## src/rtl/static_linked_list_engine_defines.svh

```systemverilog
// Assertion macros used by the static linked list engine top level.
`ifndef STATIC_LINKED_LIST_ENGINE_DEFINES_SVH
`define STATIC_LINKED_LIST_ENGINE_DEFINES_SVH

// Clocked assertion, off while reset is asserted.
`define SLL_ASSERT(lbl, prop, msg) \
    lbl: assert property (@(posedge clk) disable iff (!rst_n) prop) else $error(msg);

// Condition that must never be seen at a clock edge.
`define SLL_ASSERT_NEVER(lbl, cond, msg) `SLL_ASSERT(lbl, !(cond), msg)

`endif

```

## src/rtl/sll_pkg.sv

```systemverilog
// Package: types, constants and helpers of the static linked list engine.
`default_nettype none

package sll_pkg;

    localparam int SLOTS      = 256;
    localparam int VALUE_BITS = 32;
    localparam int SLOT_BITS  = $clog2(SLOTS);
    localparam int CAPACITY   = SLOTS - 2;

    typedef logic [SLOT_BITS-1:0]  slot_t;
    typedef logic [VALUE_BITS-1:0] val_t;

    localparam slot_t HEAD_SLOT = slot_t'(SLOTS - 1);
    localparam slot_t FREE_SLOT = slot_t'(0);

    typedef enum logic [1:0] {
        KIND_APPEND = 2'd0,
        KIND_INSERT = 2'd1,
        KIND_DELETE = 2'd2,
        KIND_LOCATE = 2'd3
    } kind_t;

    typedef struct packed {
        kind_t              kind;
        logic [7:0]         position;
        logic signed [31:0] value;
    } item_t;

    typedef struct packed {
        logic               status;
        logic signed [31:0] removed_value;
        logic [7:0]         found_slot;
        logic [7:0]         list_length;
    } result_t;

    // Link store access: one read and one write per cycle.
    typedef struct packed {
        logic  rd_en;
        slot_t rd_addr;
        logic  wr_en;
        slot_t wr_addr;
        slot_t wr_data;
    } lk_req_t;

    // Power-up link: a chain through the free slots, ending at 0.
    function automatic slot_t link_reset(slot_t idx);
        slot_t r;
        r = (int'(idx) < SLOTS - 2) ? slot_t'(int'(idx) + 1) : slot_t'(0);
        return r;
    endfunction

endpackage

`default_nettype wire

```

## src/rtl/sll_link_store.sv

```systemverilog
// Link store: slot link memory with registered read and per-slot valid bits.
`default_nettype none

module sll_link_store
    import sll_pkg::*;
(
    input  wire logic    clk,
    input  wire logic    rst_n,
    input  wire lk_req_t req,
    output slot_t        rd_data
);

    slot_t          mem [SLOTS];
    logic [SLOTS-1:0] valid_reg;
    logic           rd_valid_reg;
    slot_t          rd_data_reg;
    slot_t          rd_addr_reg;

    // Valid bits stand in for the reset chain until a slot is written.
    always_ff @(posedge clk or negedge rst_n)
    begin
        if (!rst_n)
        begin
            valid_reg    <= '0;
            rd_valid_reg <= 1'b0;
        end
        else
        begin
            if (req.wr_en)
                valid_reg[req.wr_addr] <= 1'b1;
            if (req.rd_en)
                rd_valid_reg <= valid_reg[req.rd_addr];
        end
    end

    always_ff @(posedge clk)
    begin
        if (req.wr_en)
            mem[req.wr_addr] <= req.wr_data;
        if (req.rd_en)
        begin
            rd_data_reg <= mem[req.rd_addr];
            rd_addr_reg <= req.rd_addr;
        end
    end

    assign rd_data = rd_valid_reg ? rd_data_reg : link_reset(rd_addr_reg);

endmodule

`default_nettype wire

```

## config.mk

```make
export PLATFORM = sky130hd
export DESIGN_NAME = sll_link_store
export DESIGN_NICKNAME = d
export VERILOG_FILES = /design/src/rtl/static_linked_list_engine_defines.svh /design/src/rtl/sll_pkg.sv /design/src/rtl/sll_link_store.sv
export SDC_FILE = /design/constraint.sdc
export NUM_CORES = 2
export LEC_CHECK = 0
export BUFFER_PORTS_ARGS = -buffer_cell sky130_fd_sc_hd__buf_2
export CELL_PAD_IN_SITES_DETAIL_PLACEMENT = 1
export CELL_PAD_IN_SITES_GLOBAL_PLACEMENT = 1
export CORE_ASPECT_RATIO = 1.75
export CORE_MARGIN = 8
export CORE_UTILIZATION = 63
export CTS_BUF_LIST = sky130_fd_sc_hd__clkbuf_4 sky130_fd_sc_hd__clkbuf_8
export DETAILED_ROUTE_END_ITERATION = 6
export PLACE_DENSITY_LB_ADDON = 0.1
export REMOVE_ABC_BUFFERS = 1
export SLEW_MARGIN = 30
export SYNTH_ARGS = -nofsm -noshare
export SYNTH_HDL_FRONTEND = slang
export SYNTH_SLANG_ARGS = --single-unit
```

## constraint.sdc

```tcl
create_clock -name clk -period 3.5 [get_ports clk]
set_clock_uncertainty 0.15 [all_clocks]
set_input_delay 0.175 -clock clk [delete_from_list [all_inputs] [get_ports clk]]
set_output_delay 0.175 -clock clk [all_outputs]
set_load 0.05 [all_outputs]
```

==> flow_summary_export.csv <==
group,metric,value,unit
finish,fin_cells,7077,
synth,synth_top_area_cell,"edfxtp_1",
critical_path,cp.required,3.17,ns
sta,setup_viol,2,
power_and_ir_drop,p_leak,35.1,nW
critical_path,cp-end-kind,"output port",
place,gp_congestion,0.875,
floorplan,pin_count,36,
critical_path,worstSetupStartpointType,"flop",
drt,num_vias,49900,
clock_network,cts_tree,"yes",
floorplan,initial_core_util,0.635,
power_and_ir_drop,switchingPower,13.2,mW
global_route,grt_pass1_wl,396000,um
synth,async_flop_share,0.111,
critical_path,path_cells,"and3_1 -> and2_1 -> a41o_1 -> o21ai_0 -> buf_2",
critical_path,critical_path_arrival,3.19,ns
clock_network,cts_sinks,2321,
clock_network,cts_root_buf,"clkbuf_8",
synth,synth.avg_cell_area,20.7,um2
global_route,first_global_vias,53700,
critical_path,worst-path-max-fanout,8,
synth,synth_area,89200,um2
floorplan,die_h,514,um
finish,area_delta_synth_final,14.3,%
critical_path,cp_num_buf_inv,1,
synth,ys_top_cells_by_area,"edfxtp_1 (69%), mux4_2 (14%), dfrtp_1 (7.2%)",
clock_network,clock_latency,1.08,ns
outcome,status,"finished, violations left",
sta,hold_viol,0,
drt,drc,1,
floorplan,rows,182,
floorplan,dieArea,154000,um2
floorplan,core,141000,um2
synth,synth_edf_count,2064,
synth,synthCells,4318,
drt,first_iter_violations,6136,
clock_network,clkTransAtPathRegs,0.08,ns
synth,ys_ff_latch,2321,
synth,synth_common_cells,"edfxtp_1 (2064), mux4_2 (563), nor2_1 (264)",
critical_path,cp_slowest_cell,"edfxtp_1",
clock_network,cts_buffers,330,
min_path,hold_path.class,"in -> reg",
sta,fmax,0.284,GHz
clock_network,clk_path_buf_depth,4,
power_and_ir_drop,p_sw_frac,0.235,
synth,synthMostInstantiatedCell,"edfxtp_1",
sta,period_needed,3.52,ns
sta,finalWorstSetupSlack,-0.0190,ns
sta,grt_setup_unrepaired,"true",
sta,relSlewSlack,0.306,
power_and_ir_drop,combPwrFrac,0.065,
power_and_ir_drop,pwr-share-seq,0.547,
finish,design_area,102000,um2
drt,wirelength,278000,um
clock_network,htree_levels,5,
global_route,grt-ovfl-total,0,
synth,yosys_warnings,0,
synth,synth_cell_types,47,
sta,whs,0.0746,ns
power_and_ir_drop,power-per-cell-area,550,nW/um2
place,dp_slack,-0.452,ns
flow_run,max_cap_violations,0,
synth,ys.flop_type,"edfxtp_1",
synth,netlist.area_leader.share,0.695,
power_and_ir_drop,p_clk_frac,0.389,
power_and_ir_drop,vdd.ir_drop.worst,425,uV
sta,period_share,1.01,
place,place_inst,6451,
place,dp.final_hpwl,166000,um
drt,vias_per_cell,7.05,
floorplan,fp.dieW,300,um
critical_path,critPathTopFamily,"compound AO/OA/AOI/OAI gates",
critical_path,critPathKind,"reg -> out",
global_route,antenna_found_initial,8,
critical_path,crit_path_max_incr_delay,0.47,ns
place,io_buffers,35,
global_route,grt_max_degree,125,
drt,wl_per_cell,39.3,um
finish,largest_reg_flops,2048,
power_and_ir_drop,intPower,42.9,mW
global_route,grt_util_all_layers,0.363,
finish,layout.nets,5006,
synth,yosysSeqAreaShare,0.767,
finish,drive_gt1_frac,0.362,
finish,final_util,0.726,
sta,slew_viol_final,0,
drt,first_pass_iters,7,
drt,drtAntennaViolNets,0,
outcome,violations,"DRC, setup timing",
place,place_area,95200,um2
sta,worst_pin_slew,1.03,ns
area by class of cell:
type	instances	area [um2]
Clock inverter	137	868
Tap cell	1840	2300
Multi-Input combinational cell	1737	19700
Timing Repair Buffer	581	5130
Sequential cell	2321	68400
Antenna cell	11	27.5
Fill cell	10800	38500
Inverter	6	22.5
Clock buffer	444	5560
path summary, 6_finish.rpt:
kind,startpoint,slack (ns),cells past startpoint,to
worst min-delay path,req[25],0.07,2,rd_data_reg[3]
min in group asynchronous,rst_n,0.25,4,valid_reg[125]
worst min register to register,valid_reg[47],0.32,1,valid_reg[47]
max in group asynchronous,rst_n,2.41,4,valid_reg[30]
worst max register to register,mem[251][5],0.20,7,rd_data_reg[5]
worst max-delay path,rd_addr_reg[3],-0.02,5,rd_data[7]
cells by family after synthesis:
family,Yosys count,share of synthesized area
buffers and inverters,260,0.0134
XOR/XNOR,6,0.000589
flip-flops,2321,0.767
adder cells (fa/ha/maj),1,0.000140
multiplexers,604,0.147
AND/OR/NAND/NOR,675,0.0385
AO/OA/AOI/OAI,451,0.0339
stage by stage:
stage / TNS [ns] / power (mW)
after floorplan: -19.11 / 32.6
after global placement: -1.67 / 34.5
after detailed placement: -1.60 / 34.7
after CTS: 0 / 55.9
after global routing: -0.350 / 57.1
final: -0.0368 / 56.1
per-layer routing:
metal | up-vias | track usage | routed length, um | part of all wire
li1 | 19100 | - | - | -
met1 | 26400 | 0.421 | 89200 | 0.32
met2 | 3446 | 0.612 | 143000 | 0.51
met3 | 964 | 0.0644 | 22800 | 0.082
met4 | 0 | 0.258 | 23500 | 0.085
met5 | - | 0 | 0 | 0
cell usage in the layout (no fill, tap or decap), drive strengths merged, types with 10 or more instances in the layout:
cell / count
a21oi: 132
a22oi: 261
buf: 539
bufinv: 10
clkbuf: 453
clkinv: 120
dfrtp: 257
diode: 11
dlygate4sd3: 33
edfxtp: 2064
mux2i: 37
mux4: 563
nand2: 38
nand3: 29
nand4: 12
nor2: 264
nor2b: 11
nor4: 33
o21ai: 12
o221ai: 10
o22ai: 24
or2: 266
repair_timing:
action	CTS	global route
hold endpoints to repair	2932	0
hold buffers	34	0
gates resized for setup	5	1
endpoints found under the setup margin	4	4
buffers inserted	0	0
power groups by stage:
stage | Clock [mW] | Combinational (mW) | Sequential [mW]
after detailed placement | 0 | 3.43 | 31.2
after CTS | 21.7 | 3.55 | 30.7
final | 21.8 | 3.62 | 30.7
after global routing | 22.7 | 3.71 | 30.7
after floorplan | 0 | 1.43 | 31.1
after global placement | 0 | 3.29 | 31.2
Power figures use the tool's default switching activity.
